$ cat src/rtl/lottp_pkg.sv
package lottp_pkg;

    localparam int ENTRIES     = 16;
    localparam int TICKET_BITS = 12;

    localparam int IDX_W    = $clog2(ENTRIES);
    localparam int CNT_W    = $clog2(ENTRIES + 1);
    localparam int TOTAL_W  = 16;
    localparam int THREAD_W = 4;
    localparam int ACTIVE_W = 5;

    localparam logic [1:0] ACT_ADD    = 2'd0;
    localparam logic [1:0] ACT_FINISH = 2'd1;
    localparam logic [1:0] ACT_PICK   = 2'd2;
    localparam logic [1:0] ACT_CLEAR  = 2'd3;

    localparam logic [1:0] OUT_OK        = 2'd0;
    localparam logic [1:0] OUT_FULL      = 2'd1;
    localparam logic [1:0] OUT_NO_ACTIVE = 2'd2;
    localparam logic [1:0] OUT_ZERO_TKT  = 2'd3;

    localparam logic [TOTAL_W-1:0] LFSR_POLY  = 16'hB400;
    localparam logic [TOTAL_W-1:0] DRAW_LIMIT = 16'hFFFF;

    typedef struct packed {
        logic               high_en;
        logic               done_en;
        logic [IDX_W-1:0]   addr;
        logic [TOTAL_W-1:0] high;
        logic               done;
    } t_tbl_wr;

    function automatic logic [TOTAL_W-1:0] lfsr_step(input logic [TOTAL_W-1:0] v);
        logic [TOTAL_W-1:0] n;
        n = v >> 1;
        if (v[0]) begin
            n = n ^ LFSR_POLY;
        end
        if (n == '0) begin
            n = TOTAL_W'(1);
        end
        return n;
    endfunction

endpackage

$ cat src/rtl/lottp_mod_unit.sv
module lottp_mod_unit (
    input  logic                          i_clk,
    input  logic                          i_rst_n,
    input  logic                          i_start,
    input  logic [lottp_pkg::TOTAL_W-1:0] i_dividend,
    input  logic [lottp_pkg::TOTAL_W-1:0] i_divisor,
    output logic                          o_done,
    output logic [lottp_pkg::TOTAL_W-1:0] o_rem
);
    import lottp_pkg::*;

    localparam int STEP_W = $clog2(TOTAL_W);

    logic               r_busy;
    logic [STEP_W-1:0]  r_cnt;
    logic [TOTAL_W-1:0] r_dvd;
    logic [TOTAL_W-1:0] r_div;
    logic [TOTAL_W-1:0] r_rem;
    logic               r_done;
    logic [TOTAL_W:0]   trial;
    logic [TOTAL_W:0]   diff;
    logic [TOTAL_W-1:0] n_rem;

    always_comb begin
        trial = {r_rem, r_dvd[TOTAL_W-1]};
        diff  = trial - {1'b0, r_div};
        if (!diff[TOTAL_W]) begin
            n_rem = diff[TOTAL_W-1:0];
        end else begin
            n_rem = trial[TOTAL_W-1:0];
        end
    end

    always_ff @(posedge i_clk) begin
        if (!i_rst_n) begin
            r_busy <= 1'b0;
            r_done <= 1'b0;
            r_cnt  <= '0;
        end else begin
            r_done <= 1'b0;
            if (i_start) begin
                r_busy <= 1'b1;
                r_cnt  <= STEP_W'(TOTAL_W - 1);
            end else if (r_busy) begin
                r_cnt <= r_cnt - STEP_W'(1);
                if (r_cnt == '0) begin
                    r_busy <= 1'b0;
                    r_done <= 1'b1;
                end
            end
        end
    end

    always_ff @(posedge i_clk) begin
        if (i_start) begin
            r_dvd <= i_dividend;
            r_div <= i_divisor;
            r_rem <= '0;
        end else if (r_busy) begin
            r_dvd <= r_dvd << 1;
            r_rem <= n_rem;
        end
    end

    assign o_done = r_done;
    assign o_rem  = r_rem;

endmodule

$ cat src/rtl/lottp_table.sv
module lottp_table (
    input  logic                          i_clk,
    input  lottp_pkg::t_tbl_wr            i_wr,
    input  logic [lottp_pkg::IDX_W-1:0]   i_rd_addr,
    output logic [lottp_pkg::TOTAL_W-1:0] o_rd_high,
    output logic                          o_rd_done
);
    import lottp_pkg::*;

    logic [TOTAL_W-1:0] high_mem [ENTRIES];
    logic               done_mem [ENTRIES];

    always_ff @(posedge i_clk) begin
        if (i_wr.high_en) begin
            high_mem[i_wr.addr] <= i_wr.high;
        end
        o_rd_high <= high_mem[i_rd_addr];
    end

    always_ff @(posedge i_clk) begin
        if (i_wr.done_en) begin
            done_mem[i_wr.addr] <= i_wr.done;
        end
        o_rd_done <= done_mem[i_rd_addr];
    end

endmodule

$ cat src/rtl/lottery_thread_picker_unit.sv
// Channel   | Handshake        | Ports
// ----------+------------------+----------------------------------------------
// item in   | start && !busy   | i_action, i_ticket_count
// result    | o_strobe (1 cyc) | o_thread_index, o_outcome, o_active_count
// seed cfg  | i_cfg_we         | i_cfg_data
//
// Add, finish and clear give their result in the cycle after the item is taken.
// A pick draws a new random number, reduces it modulo the ticket total in the serial
// modulo unit, then scans the table one entry at a time, reading and then comparing,
// until it finds the entry the draw lands in; a finished entry starts a new draw.
// Reset is synchronous and active low and loads the random generator with 1.
// The result strobe cannot be held off, so busy depends only on the sequencer.
module lottery_thread_picker_unit (
    input  logic        i_clk,
    input  logic        i_rst_n,
    input  logic        start,
    output logic        busy,
    input  logic [1:0]  i_action,
    input  logic [11:0] i_ticket_count,
    input  logic        i_cfg_we,
    input  logic [15:0] i_cfg_data,
    output logic        o_strobe,
    output logic [3:0]  o_thread_index,
    output logic [1:0]  o_outcome,
    output logic [4:0]  o_active_count
);
    import lottp_pkg::*;

    localparam logic [2:0] S_IDLE = 3'd0;
    localparam logic [2:0] S_DRAW = 3'd1;
    localparam logic [2:0] S_MOD  = 3'd2;
    localparam logic [2:0] S_RD   = 3'd3;
    localparam logic [2:0] S_CMP  = 3'd4;

    logic [2:0]         r_state;
    logic [CNT_W-1:0]   r_created;
    logic [CNT_W-1:0]   r_live;
    logic [TOTAL_W-1:0] r_total;
    logic [IDX_W-1:0]   r_run_idx;
    logic               r_run_valid;
    logic [TOTAL_W-1:0] r_lfsr;
    logic [TOTAL_W-1:0] r_tries;
    logic [IDX_W-1:0]   r_idx;
    logic               r_strobe;
    logic [THREAD_W-1:0] r_thread;
    logic [1:0]         r_outcome;
    logic [ACTIVE_W-1:0] r_active;

    logic               accept;
    logic [TOTAL_W-1:0] tickets;
    logic [TOTAL_W:0]   sum;
    logic               add_full;
    logic               add_ok;
    logic               fin_ok;
    logic [TOTAL_W-1:0] n_lfsr;
    logic               mod_start;
    logic               mod_done;
    logic [TOTAL_W-1:0] mod_rem;
    t_tbl_wr            tbl_wr;
    logic [TOTAL_W-1:0] rd_high;
    logic               rd_done;

    assign accept   = start && (r_state == S_IDLE);
    assign busy     = (r_state != S_IDLE);
    assign tickets  = TOTAL_W'(i_ticket_count[TICKET_BITS-1:0]);
    assign sum      = {1'b0, r_total} + {1'b0, tickets};
    assign add_full = (r_created >= CNT_W'(ENTRIES)) || sum[TOTAL_W];
    assign add_ok   = accept && (i_action == ACT_ADD) && !add_full && (tickets != '0);
    assign fin_ok   = accept && (i_action == ACT_FINISH) && r_run_valid;
    assign n_lfsr   = lfsr_step(r_lfsr);
    assign mod_start = (r_state == S_DRAW);

    always_comb begin
        tbl_wr = '0;
        if (add_ok) begin
            tbl_wr.high_en = 1'b1;
            tbl_wr.done_en = 1'b1;
            tbl_wr.addr    = r_created[IDX_W-1:0];
            tbl_wr.high    = sum[TOTAL_W-1:0];
            tbl_wr.done    = 1'b0;
        end else if (fin_ok) begin
            tbl_wr.done_en = 1'b1;
            tbl_wr.addr    = r_run_idx;
            tbl_wr.done    = 1'b1;
        end
    end

    lottp_mod_unit u_mod (
        .i_clk      (i_clk),
        .i_rst_n    (i_rst_n),
        .i_start    (mod_start),
        .i_dividend (n_lfsr),
        .i_divisor  (r_total),
        .o_done     (mod_done),
        .o_rem      (mod_rem)
    );

    lottp_table u_table (
        .i_clk     (i_clk),
        .i_wr      (tbl_wr),
        .i_rd_addr (r_idx),
        .o_rd_high (rd_high),
        .o_rd_done (rd_done)
    );

    always_ff @(posedge i_clk) begin
        if (!i_rst_n) begin
            r_state     <= S_IDLE;
            r_created   <= '0;
            r_live      <= '0;
            r_total     <= '0;
            r_run_idx   <= '0;
            r_run_valid <= 1'b0;
            r_lfsr      <= TOTAL_W'(1);
            r_tries     <= '0;
            r_idx       <= '0;
            r_strobe    <= 1'b0;
            r_thread    <= '0;
            r_outcome   <= OUT_OK;
            r_active    <= '0;
        end else begin
            r_strobe <= 1'b0;
            case (r_state)
                S_IDLE: begin
                    if (accept) begin
                        r_thread  <= '0;
                        r_outcome <= OUT_OK;
                        r_active  <= ACTIVE_W'(r_live);
                        case (i_action)
                            ACT_ADD: begin
                                r_strobe <= 1'b1;
                                if (add_full) begin
                                    r_outcome <= OUT_FULL;
                                end else if (tickets == '0) begin
                                    r_outcome <= OUT_ZERO_TKT;
                                end else begin
                                    r_thread  <= THREAD_W'(r_created);
                                    r_created <= r_created + CNT_W'(1);
                                    r_live    <= r_live + CNT_W'(1);
                                    r_active  <= ACTIVE_W'(r_live + CNT_W'(1));
                                    r_total   <= sum[TOTAL_W-1:0];
                                end
                            end
                            ACT_FINISH: begin
                                r_strobe <= 1'b1;
                                if (r_run_valid) begin
                                    r_run_valid <= 1'b0;
                                    if (r_live != '0) begin
                                        r_live   <= r_live - CNT_W'(1);
                                        r_active <= ACTIVE_W'(r_live - CNT_W'(1));
                                    end
                                end else begin
                                    r_outcome <= OUT_NO_ACTIVE;
                                end
                            end
                            ACT_PICK: begin
                                if (r_live == '0 || r_total == '0) begin
                                    r_strobe  <= 1'b1;
                                    r_outcome <= OUT_NO_ACTIVE;
                                end else begin
                                    r_tries <= '0;
                                    r_state <= S_DRAW;
                                end
                            end
                            default: begin
                                r_strobe    <= 1'b1;
                                r_created   <= '0;
                                r_live      <= '0;
                                r_total     <= '0;
                                r_run_idx   <= '0;
                                r_run_valid <= 1'b0;
                                r_active    <= '0;
                            end
                        endcase
                    end
                end
                S_DRAW: begin
                    r_lfsr  <= n_lfsr;
                    r_tries <= r_tries + TOTAL_W'(1);
                    r_state <= S_MOD;
                end
                S_MOD: begin
                    if (mod_done) begin
                        r_idx   <= '0;
                        r_state <= S_RD;
                    end
                end
                S_RD: begin
                    r_state <= S_CMP;
                end
                S_CMP: begin
                    if (mod_rem < rd_high) begin
                        if (!rd_done) begin
                            r_run_idx   <= r_idx;
                            r_run_valid <= 1'b1;
                            r_strobe    <= 1'b1;
                            r_thread    <= THREAD_W'(r_idx);
                            r_outcome   <= OUT_OK;
                            r_active    <= ACTIVE_W'(r_live);
                            r_state     <= S_IDLE;
                        end else if (r_tries == DRAW_LIMIT) begin
                            r_strobe  <= 1'b1;
                            r_thread  <= '0;
                            r_outcome <= OUT_NO_ACTIVE;
                            r_active  <= ACTIVE_W'(r_live);
                            r_state   <= S_IDLE;
                        end else begin
                            r_state <= S_DRAW;
                        end
                    end else begin
                        r_idx   <= r_idx + IDX_W'(1);
                        r_state <= S_RD;
                    end
                end
                default: begin
                    r_state <= S_IDLE;
                end
            endcase
            if (i_cfg_we) begin
                r_lfsr <= (i_cfg_data != '0) ? i_cfg_data : TOTAL_W'(1);
            end
        end
    end

    assign o_strobe       = r_strobe;
    assign o_thread_index = r_thread;
    assign o_outcome      = r_outcome;
    assign o_active_count = r_active;

endmodule

$ cat config.mk
export PLATFORM = sky130hd
export DESIGN_NAME = lottery_thread_picker_unit
export DESIGN_NICKNAME = d
export VERILOG_FILES = /design/src/rtl/lottp_pkg.sv /design/src/rtl/lottp_mod_unit.sv /design/src/rtl/lottp_table.sv /design/src/rtl/lottery_thread_picker_unit.sv
export SDC_FILE = /design/constraint.sdc
export NUM_CORES = 1
export LEC_CHECK = 0
export BUFFER_PORTS_ARGS = -buffer_cell sky130_fd_sc_hd__buf_2
export CAP_MARGIN = 20
export CELL_PAD_IN_SITES_DETAIL_PLACEMENT = 1
export CELL_PAD_IN_SITES_GLOBAL_PLACEMENT = 1
export CORE_UTILIZATION = 52
export DETAILED_ROUTE_END_ITERATION = 16
export PLACE_DENSITY = 0.77
export SYNTH_ARGS = -nofsm -noshare
export SYNTH_HDL_FRONTEND = slang
export SYNTH_SLANG_ARGS = --single-unit
$ cat constraint.sdc
create_clock -name i_clk -period 5 [get_ports i_clk]
set_input_delay 0.75 -clock i_clk [delete_from_list [all_inputs] [get_ports i_clk]]
set_output_delay 0.75 -clock i_clk [all_outputs]
set_load 0.01 [all_outputs]
=== Yosys cells after proc, flatten, opt, wreduce, memory -nomap -nowiden ===
Memories as Yosys holds them, arrays and structs flattened. A register that Yosys moved wholly into a read port is not among the register bits.
Cells that the tools add are included.

* RAM bits: 272
* Bits in registers: 136
* Memories kept: 2
* Output and inout port bits: 13
* Word-level logic and storage cells: 181

* Eq/ne operators: 19
* Bitwise logic cells: 4
* Reductions and logical operators: 37
* $add $sub $neg: 8
* Magnitude comparators: 2
* Mux-type cells: 90

{| class="wikitable"
|+ Memory list
! memory !! depth !! bits a word !! read ports !! clocked after memory_dff !! write ports !! RTL line !! text
|-
| u_table.high_mem || 16 || 16 || 1 || 1 || 1 || lottp_table.sv:10 || <nowiki>logic [TOTAL_W-1:0] high_mem [ENTRIES];</nowiki>
|-
| u_table.done_mem || 16 || 1 || 1 || 1 || 1 || lottp_table.sv:11 || <nowiki>logic done_mem [ENTRIES];</nowiki>
|}

{| class="wikitable"
|+ Operators with widths
! cell !! number
|-
| 16-bit two-way mux || 14
|-
| 16-bit case mux with 2 select lines || 2
|-
| 4-bit two-way mux || 15
|-
| 5-bit two-way mux || 12
|-
| 16-bit zero test || 3
|-
| 16-bit nonzero test || 2
|-
| 4-bit case mux with 2 select lines || 3
|-
| 1-bit two-way mux || 23
|-
| 5-bit case mux with 2 select lines || 2
|-
| 2-bit != test, second input constant || 9
|-
| 16-bit by 12-bit adder with 17-bit output || 1
|-
| 17-bit by 16-bit subtractor with 17-bit output || 1
|-
| 16-bit by 1-bit adder with 16-bit output, second input constant || 1
|-
| 16-bit == test, second input constant || 1
|-
| 16-bit < comparator || 1
|-
| 2-bit two-way mux || 8
|-
| 3-bit two-way mux || 5
|-
| 3-bit case mux with 5 select lines || 1
|-
| 5-bit case mux with 3 select lines || 1
|-
| 5-bit AND reduction || 3
|-
| 4-bit AND reduction || 3
|-
| 5-bit by 1-bit adder with 5-bit output, second input constant || 2
|-
| 2-bit nonzero test || 5
|-
| 3-bit by 2-bit == test with 1-bit output, second input constant || 2
|-
| other kinds (28) || 40
|}

=== Depth between registers and ports, before layout ===
Gate-level depths: netlist of run 1.

* Depth in word-level cells: 8
* Mapped depth: 13
* Mapped depth without buffers: 11

=== Hierarchy ===
A second synthesis of run 1 with hierarchy kept.

* Cells, all modules: 1,432
* Area, all modules: 18,915.6 sq um

{| class="wikitable"
|+ By module, submodules not included
! module !! sequential area each (sq um) !! cells an instance !! area an instance (sq um) !! instances
|-
| lottp_table || 8,508.2 || 482 || 10,737.8 || 1
|-
| lottery_thread_picker_unit || 1,641.6 || 674 || 5,236.3 || 1
|-
| lottp_mod_unit || 1,401.3 || 276 || 2,941.6 || 1
|}

=== Worst setup path after synthesis of run 1 ===
No wires, ideal clock.

* Path kind: input -> register
* From: input i_ticket_count[0]
* To: memory u_table.high_mem[14][0], enable pin
* Stages on the path: 12
* Arrival time: 3,482 ps
* Slack: 1,130 ps
* Path buffers: 1
* Cells stage by stage: ha_1 > inv_1 > fa_1 > nand2b_1 > a21oi_1 > o21ai_2 > o2111ai_2 > and3_1 > buf_6 > a32oi_1 > a21o_1 > nor2_1

* Longest elaborated chain between the ends: 8
* Elaborated cells between the ends (all ways): 10
* Those cells by class: 1 x add/sub; 4 x mux; 5 x reduce/logical

{| class="wikitable"
|+ Ends and longest elaborated chain
! what !! RTL line !! text
|-
| from (decl) || lottery_thread_picker_unit.sv:19 || <nowiki>input logic [11:0] i_ticket_count,</nowiki>
|-
| 16-bit by 12-bit adder with 17-bit output || lottery_thread_picker_unit.sv:66 || <nowiki>assign sum = {1'b0, r_total} + {1'b0, tickets};</nowiki>
|-
| 1-bit logical OR || lottery_thread_picker_unit.sv:67 || <nowiki>assign add_full = (r_created >= CNT_W'(ENTRIES)) || sum[TOTAL_W];</nowiki>
|-
| 1-bit zero test || lottery_thread_picker_unit.sv:68 || <nowiki>assign add_ok = accept && (i_action == ACT_ADD) && !add_full && (tickets != '0);</nowiki>
|-
| 1-bit logical AND || lottery_thread_picker_unit.sv:68 ||
|-
| 1-bit logical AND (*) || lottery_thread_picker_unit.sv:68 ||
|-
| 1-bit two-way mux || lottery_thread_picker_unit.sv:75 || <nowiki>if (add_ok) begin</nowiki>
|-
| 1-bit two-way mux || lottp_table.sv:14 || <nowiki>if (i_wr.high_en) begin</nowiki>
|-
| 1-bit two-way mux (not written as such) || lottp_table.sv:15 || <nowiki>high_mem[i_wr.addr] <= i_wr.high;</nowiki>
|-
| to (decl) || lottp_table.sv:10 ||
|}

Mark *: on every way between the ends. The rest lies on a longest branch, timed or not.

=== Worst setup path after layout of run 1 ===
* From: register r_total[0]
* To: memory u_table.high_mem[2][10], enable pin

* Longest elaborated chain between the ends: 8
* Elaborated cells between the ends (all ways): 9
* Those cells by class: 1 x add/sub; 4 x mux; 4 x reduce/logical

{| class="wikitable"
|+ Ends and longest elaborated chain
! what !! RTL line !! text
|-
| from (decl) || lottery_thread_picker_unit.sv:38 || <nowiki>logic [TOTAL_W-1:0] r_total;</nowiki>
|-
| from (signal assigned) || lottery_thread_picker_unit.sv:141 || <nowiki>r_total <= sum[TOTAL_W-1:0];</nowiki>
|-
| 16-bit by 12-bit adder with 17-bit output (*) || lottery_thread_picker_unit.sv:66 ||
|-
| 1-bit logical OR (*) || lottery_thread_picker_unit.sv:67 ||
|-
| 1-bit zero test (*) || lottery_thread_picker_unit.sv:68 ||
|-
| 1-bit logical AND (*) (2 in a row) || lottery_thread_picker_unit.sv:68 ||
|-
| 1-bit two-way mux || lottery_thread_picker_unit.sv:75 ||
|-
| 1-bit two-way mux || lottp_table.sv:14 ||
|-
| 1-bit two-way mux (not written as such) || lottp_table.sv:15 ||
|}

Marks and branches as above.

==> results.yml, run 1 <==
critical_path:
  timing.rr.start: "r_total[0]"
  worst_path_max_delay_cell: "dfxtp_1"
  crit_path_frequent_cell: "buf_4"
  rrSetupSlack_ps: 980
  critPathMaxFanout: 16
  max_stage_delay_ps: 410
  reg2reg_depth: 13
  worstPathCellList: "ha_1 > inv_1 > fa_1 > nand2b_1 > a21oi_1 > o21ai_2 > o2111ai_2 > buf_4 > and3_1 > a32oi_1 > a21o_1 > nor2_2 > buf_4"
  arrival_ps: 4250
  startpoint_type: "flop"
  crit_required_ps: 5230
  crit_family: "compound AO/OA/AOI/OAI gates"
  worst-path-buf-inv: 3
  timing.rr.end: "u_table.high_mem[2][10]"
  worstSetupPathType: "flop to flop"
  end_kind: "flop"
routing:
  vias: 12300
  wl_per_cell_um: 25.1
  via_per_inst: 6.20
  first_iter_violations: 975
  detail-route-antenna-nets: 0
  finalWirelength_um: 49800
  drc: 0
  firstDrtPassIters: 6
clocking:
  hold_buffers: 0
  htree_levels: 2
  cts_resized: 0
  clk_pin_slew_ps: 60
  cts_setup_buffers: 0
  cts_tree: "done"
  worstSkewPairLatency_ps: 580
  cts_buffers: 45
  clockBufferDepth: 3
  clkSinkCount: 425
  clockRootBuffer: "clkbuf_16"
pwr:
  power.share.clock: 0.426
  sw_frac_of_total: 0.243
  power_frac_comb: 0.103
  max-vdd-ir-drop_mv: 0.388
  p_total_mw: 8.26
  p_switching_mw: 2.01
  seqPwrFrac: 0.471
  p_leak_nw: 7.41
  internal_power_mw: 6.25
  power.density_nw_per_um2: 385
yosys:
  synthFlopType: "edfxtp_1"
  synth_edf_count: 304
  synth_fp_nets: 1518
  seq_area_frac_synth: 0.604
  synth_area_um2: 19100
  synthCells: 1427
  yosys_warnings: 0
  ys_ff_latch: 425
  syn_avg_cell_area_um2: 13.4
  synthTopCellsByArea: "edfxtp_1 (48%), dfxtp_1 (13%), mux4_2 (10%)"
  yosysTopAreaCellShare: 0.478
  ys_async_sr_fraction: 0
  yosysTopAreaCell: "edfxtp_1"
  ys_types: 87
grt:
  grt_usage: 0.272
  grt_pass1_wl_um: 77200
  grt_overflow: 0
  grt_pass1_vias: 13000
  antenna_found_initial: 1
  grt_max_degree: 74
finish:
  finalNetCount: 1572
  final_util: 0.599
  multi_input_area_um2: 7040
  finalNonFillerCells: 1980
  regArea_um2: 11600
  drive_gt1_frac: 0.186
  fillers: 3429
  stdcell_area_um2: 21500
  area_delta_synth_final_pct: 12.3
timing:
  maxSlewViolCount: 0
  fin_crit_ps: 4020
  worstMarginPinSlew_ps: 1100
  finalSetupTns_ps: 0
  skew_ps: 19.6
  rsz0062_at_grt: "no"
  period_share: 0.804
  finalSetupViolCount: 0
  slew_headroom: 0.264
  finalHoldViolations: 0
  fmax_mhz: 249
placed_design:
  dp.cells: 1891
  place_area_um2: 19900
  portBuffers: 46
  dp_hpwl_um: 32000
  gp_congestion: 0.867
floorplan:
  num_io_pins: 47
  coreArea_um2: 35800
  placementRows: 69
  initial_utilization: 0.533
  die_area_um2: 37500
  die_y_um: 194
  die_w_um: 194
hold_path:
  hold_depth: 3
  hold_path.class: "primary input to flop"
  min_from: "i_cfg_data[5]"
  holdPathEnd: "r_lfsr[5]"
status:
  status: "completed"
job:
  cap_violations: 0
-- flip-flops by register name, summed over array words and instances, names as in the netlist, 5 cells and up --
signal and flops:
u_table.high_mem 256, r_lfsr 16, r_total 16, r_tries 16, u_mod.o_rem 16, u_mod.r_div 16
u_mod.r_dvd 16, u_table.done_mem 16, u_table.o_rd_high 16, o_active_count 5, r_created 5, r_live 5
-- cell families after synthesis --
group                      share of synthesized area
and+or+nand+nor                                0.105
DFF                                            0.604
adders and majority gates                     0.0381
buffers and inverters                         0.0295
AOI/OAI and AO/OA                             0.0900
xor gates and xnor gates                      0.0229
muxes                                          0.110
-- through the flow --
stage	worst slack [ps]	hold WS, ps
6_report	981	495
5_1_grt	800	502
4_1_cts	1020	474
3_5_place_dp	660	498
3_3_place_gp	799	474
2_1_floorplan	1130	409
-- worst max path at each step --
stage | startpoint | to | slack [ps] | depth (start not counted)
2_1_floorplan | i_ticket_count[0] | u_table.high_mem[14][0] | 1130 | 12
3_3_place_gp | i_ticket_count[0] | u_table.high_mem[2][1] | 800 | 14
3_5_place_dp | i_ticket_count[0] | u_table.high_mem[2][14] | 660 | 14
4_1_cts | r_total[0] | u_table.high_mem[2][10] | 1020 | 13
5_1_grt | r_total[0] | u_table.high_mem[2][1] | 800 | 13
6_report | r_total[0] | u_table.high_mem[2][10] | 980 | 13
-- area by class of cell --
| class | instances | share of cell area |
|---|---|---|
| timing repair buffer | 78 | 0.0233 |
| antenna | 1 | 0.000117 |
| clock inverter | 30 | 0.0169 |
| multi-input combinational | 872 | 0.328 |
| inverter | 59 | 0.0103 |
| clock buffer | 54 | 0.0559 |
| sequential | 425 | 0.538 |
| tap | 461 | 0.0269 |
-- routing by layer --
| metal | share of wire | GRT usage | routed length (um) | vias to the layer above |
|---|---|---|---|---|
| li1 | - | - | - | 5499 |
| met1 | 0.43 | 0.364 | 21200 | 6296 |
| met2 | 0.50 | 0.462 | 24700 | 403 |
| met3 | 0.055 | 0.0372 | 2750 | 80 |
| met4 | 0.022 | 0.0812 | 1090 | 2 |
| met5 | 0.00026 | 0 | 13 | - |
-- cells in the final DEF, fill, tap and decap left out, drive strengths merged, types with 14 or more instances in the layout --
cell type | synthesis | routed
nor4 | 18 | 18
mux4 | 85 | 85
xor2 | 27 | 27
nor2b | 21 | 21
xnor2 | 23 | 23
mux2i | 17 | 17
nand2 | 118 | 118
clkinv | 1 | 19
a21o | 14 | 14
dfxtp | 121 | 121
nor3 | 18 | 18
clkbuf | 48 | 56
ha | 55 | 55
nor2 | 107 | 107
a21oi | 66 | 66
nand3 | 22 | 22
edfxtp | 304 | 304
o21ai | 73 | 73
buf | 23 | 76
inv | 58 | 61
a21boi | 15 | 15
and2 | 20 | 20
-- synthesized netlist by cell type (8+ instances only) --
library cell / n
xnor2_1: 23
a21boi_0: 14
mux2i_1: 17
nor3_1: 17
a22oi_1: 12
a31oi_1: 12
nand4_1: 12
o21ai_0: 66
nor2_1: 106
nand3b_1: 9
nor4_1: 17
nand2_1: 117
ha_1: 55
nand3_1: 22
nor2b_1: 21
clkbuf_1: 48
dfxtp_1: 121
edfxtp_1: 304
mux4_2: 85
xor2_1: 27
nand2b_1: 12
inv_1: 58
and3_1: 12
a21o_1: 14
buf_2: 15
o21a_1: 8
and2_1: 19
a21oi_1: 66
-- power groups by stage --
stage                     Combinational, mW  Clock [mW]  Sequential [mW]
after CTS                             0.855        3.57             3.89
after floorplan                       0.657           0             3.94
after global placement                0.809           0             3.96
after global routing                  0.952        3.68             3.90
after detailed placement              0.842           0             3.97
final                                 0.853        3.52             3.89
-- worst reg2reg max path, stage by stage, from the launching register on --
cell and delay [ps]:
dfxtp_1 410, ha_1 210, inv_1 60, fa_1 400, nand2b_1 190, a21oi_1 280
o21ai_2 150, o2111ai_2 380, buf_4 250, and3_1 360, a32oi_1 150, a21o_1 330
nor2_2 170, buf_4 340
(Power assumes the default switching activity.)
==> run 2: changes to the inputs <==
--- a/config.mk
+++ b/config.mk
@@ -9,9 +9,9 @@
 export CAP_MARGIN = 20
 export CELL_PAD_IN_SITES_DETAIL_PLACEMENT = 1
 export CELL_PAD_IN_SITES_GLOBAL_PLACEMENT = 1
-export CORE_UTILIZATION = 52
+export CORE_UTILIZATION = 47
 export DETAILED_ROUTE_END_ITERATION = 16
-export PLACE_DENSITY = 0.77
+export PLACE_DENSITY = 0.74
 export SYNTH_ARGS = -nofsm -noshare
 export SYNTH_HDL_FRONTEND = slang
 export SYNTH_SLANG_ARGS = --single-unit
==> constraint.sdc (replaced) <==
create_clock -name i_clk -period 3.2 [get_ports i_clk]
set_input_delay 0.48 -clock i_clk [delete_from_list [all_inputs] [get_ports i_clk]]
set_output_delay 0.48 -clock i_clk [all_outputs]
set_load 0.01 [all_outputs]
==> run 2 against run 1 <==
Against the previous run: worst hold slack got worse by 290 ps; first-iteration DRC count decreased by 31%; sequential share of layout area is 2.3 points lower; final area up 4.5%; clock skew rose by 11 ps; flip-flop and latch count is the same; combinational power rose by 65%; global-route usage decreased by 3.8 points; register-to-register slack worse by 960 ps; total power grew 57%; clock power grew 55%; largest cell class unchanged; highest routed layer is now met4.
==> results.yml, run 2 (synthesis gave the netlist of run 1 again) <==
placed_design:
  post-place-ws_ps: -283
  gp_congestion: 0.877
  portBuffers: 46
  dp_hpwl_um: 32900
status:
  status: "completed"
clocking:
  cts_buffers: 45
  clockRootBuffer: "clkbuf_16"
  cts_tree: "done"
  clk_pin_slew_ps: 60
  worstSkewPairLatency_ps: 590
  htree_levels: 2
  clkSinkCount: 425
  clockBufferDepth: 3
timing:
  fin_crit_ps: 3180
  finalSetupViolCount: 0
  maxSlewViolCount: 0
  finalHoldViolations: 0
  finalSetupTns_ps: 0
  period_share: 0.994
  layout_setup_ws_ps: 18.1
  rsz0062_at_grt: "yes"
  worstMarginPinSlew_ps: 1040
  fmax_mhz: 314
  slew_headroom: 0.304
  skew_ps: 30.6
grt:
  grt_pass1_wl_um: 73700
  antenna_found_initial: 0
  grt_max_degree: 65
  grt_pass1_vias: 12800
  grt_overflow: 0
  grt_usage: 0.234
floorplan:
  die_y_um: 204
  num_io_pins: 47
  die_w_um: 204
  die_area_um2: 41500
  initial_utilization: 0.479
  coreArea_um2: 39900
  placementRows: 73
pwr:
  p_leak_nw: 7.82
  power.density_nw_per_um2: 578
  max-vdd-ir-drop_mv: 0.471
critical_path:
  reg2reg_depth: 10
  rrSetupSlack_ps: 20
  critPathMaxFanout: 16
  critPathLaunch: "r_total[5]"
  timing.rr.end: "u_table.high_mem[13][1]"
  end_kind: "flop"
  crit_end: "u_table.high_mem[13][1]"
  worstSetupPathType: "flop to flop"
  arrival_ps: 3460
  crit_required_ps: 3480
  timing.rr.start: "r_total[5]"
  startpoint_type: "flop"
finish:
  multi_input_area_um2: 7140
  final_cell_mix: "edfxtp_1 (304), dfxtp_1 (119), nand2_1 (117), nor2_1 (90), mux4_2 (85)"
  finalNetCount: 1640
  largest_register: "u_table.high_mem"
  largest_reg_flops: 256
  drive_gt1_frac: 0.221
  fillers: 3916
  final_util: 0.562
  final_common_cell: "edfxtp_1"
  antenna_cells: 0
  area_delta_synth_final_pct: 17.3
  regArea_um2: 11600
routing:
  drc: 0
  finalWirelength_um: 47100
  wl_per_cell_um: 22.3
  detail-route-antenna-nets: 0
  first_iter_violations: 674
  firstDrtPassIters: 6
  via_per_inst: 5.77
  vias: 12200
hold_path:
  hold_path.class: "primary input to flop"
job:
  cap_violations: 0
## run 2: worst max-delay path, stage by stage (launching register included)
cell and delay (ps):
dfxtp_1 380, ha_1 270, a21o_1 210, or3_4 340
o21ai_2 220, o2111ai_2 200, buf_4 230, nor3_1 440
o21ai_4 200, nor2_2 210, buf_12 180
## run 2: where the power goes
| part | leakage, nW | total, mW | internal (mW) | switching (mW) |
|---|---|---|---|---|
| clock network | 0.745 | 5.47 | 3.26 | 2.21 |
| registers | 3.64 | 6.08 | 5.96 | 0.123 |
| logic | 3.43 | 1.41 | 0.625 | 0.790 |
| total | 7.82 | 13.0 | 9.84 | 3.12 |
## run 2: through the flow
stage                     hold slack, ps  power (mW)  area (um^2)  cells
final                                208        13.0        22400   2111
after global routing                 204        13.4        22400   2111
after CTS                            175        13.1        22300   2111
after detailed placement             479        7.57        20800   2025
after global placement               471        7.52        20800   2025
after floorplan                      409        7.18        19200   1427
## run 2: what timing repair did
item	in CTS	in global routing
gates cloned	0	0
setup endpoints to repair	175	278
pin swaps	0	8
hold buffers	0	0
gates resized for setup	1	18
setup buffers	2	0
## run 2: how the worst min path moves through the flow
stage | cells past startpoint | start | slack, ps | end
finish | 3 | i_cfg_data[7] | 210 | r_lfsr[7]
global route | 3 | i_cfg_data[8] | 200 | r_lfsr[8]
CTS | 3 | i_cfg_data[7] | 170 | r_lfsr[7]
detailed placement | 2 | o_active_count[1] | 480 | o_active_count[1]
global placement | 2 | o_active_count[1] | 470 | o_active_count[1]
floorplan | 0 | r_total[12] | 410 | u_mod.r_div[12]
## run 2: cell type report
cell class                      count  area share
Sequential cell                   425       0.515
Multi-Input combinational cell    872       0.318
Timing Repair Buffer              146      0.0579
Clock buffer                       53      0.0534
Tap cell                          525      0.0293
Clock inverter                     31      0.0161
Inverter                           59     0.00988
## run 2: routing by layer
layer  vias to the layer above  global-route usage  routed length [um]
met5                         -                   0                   0
met4                         0              0.0752                1110
met3                        67              0.0286                1720
met2                       248               0.397               23400
met1                      6232               0.312               20800
li1                       5637                   -                   -
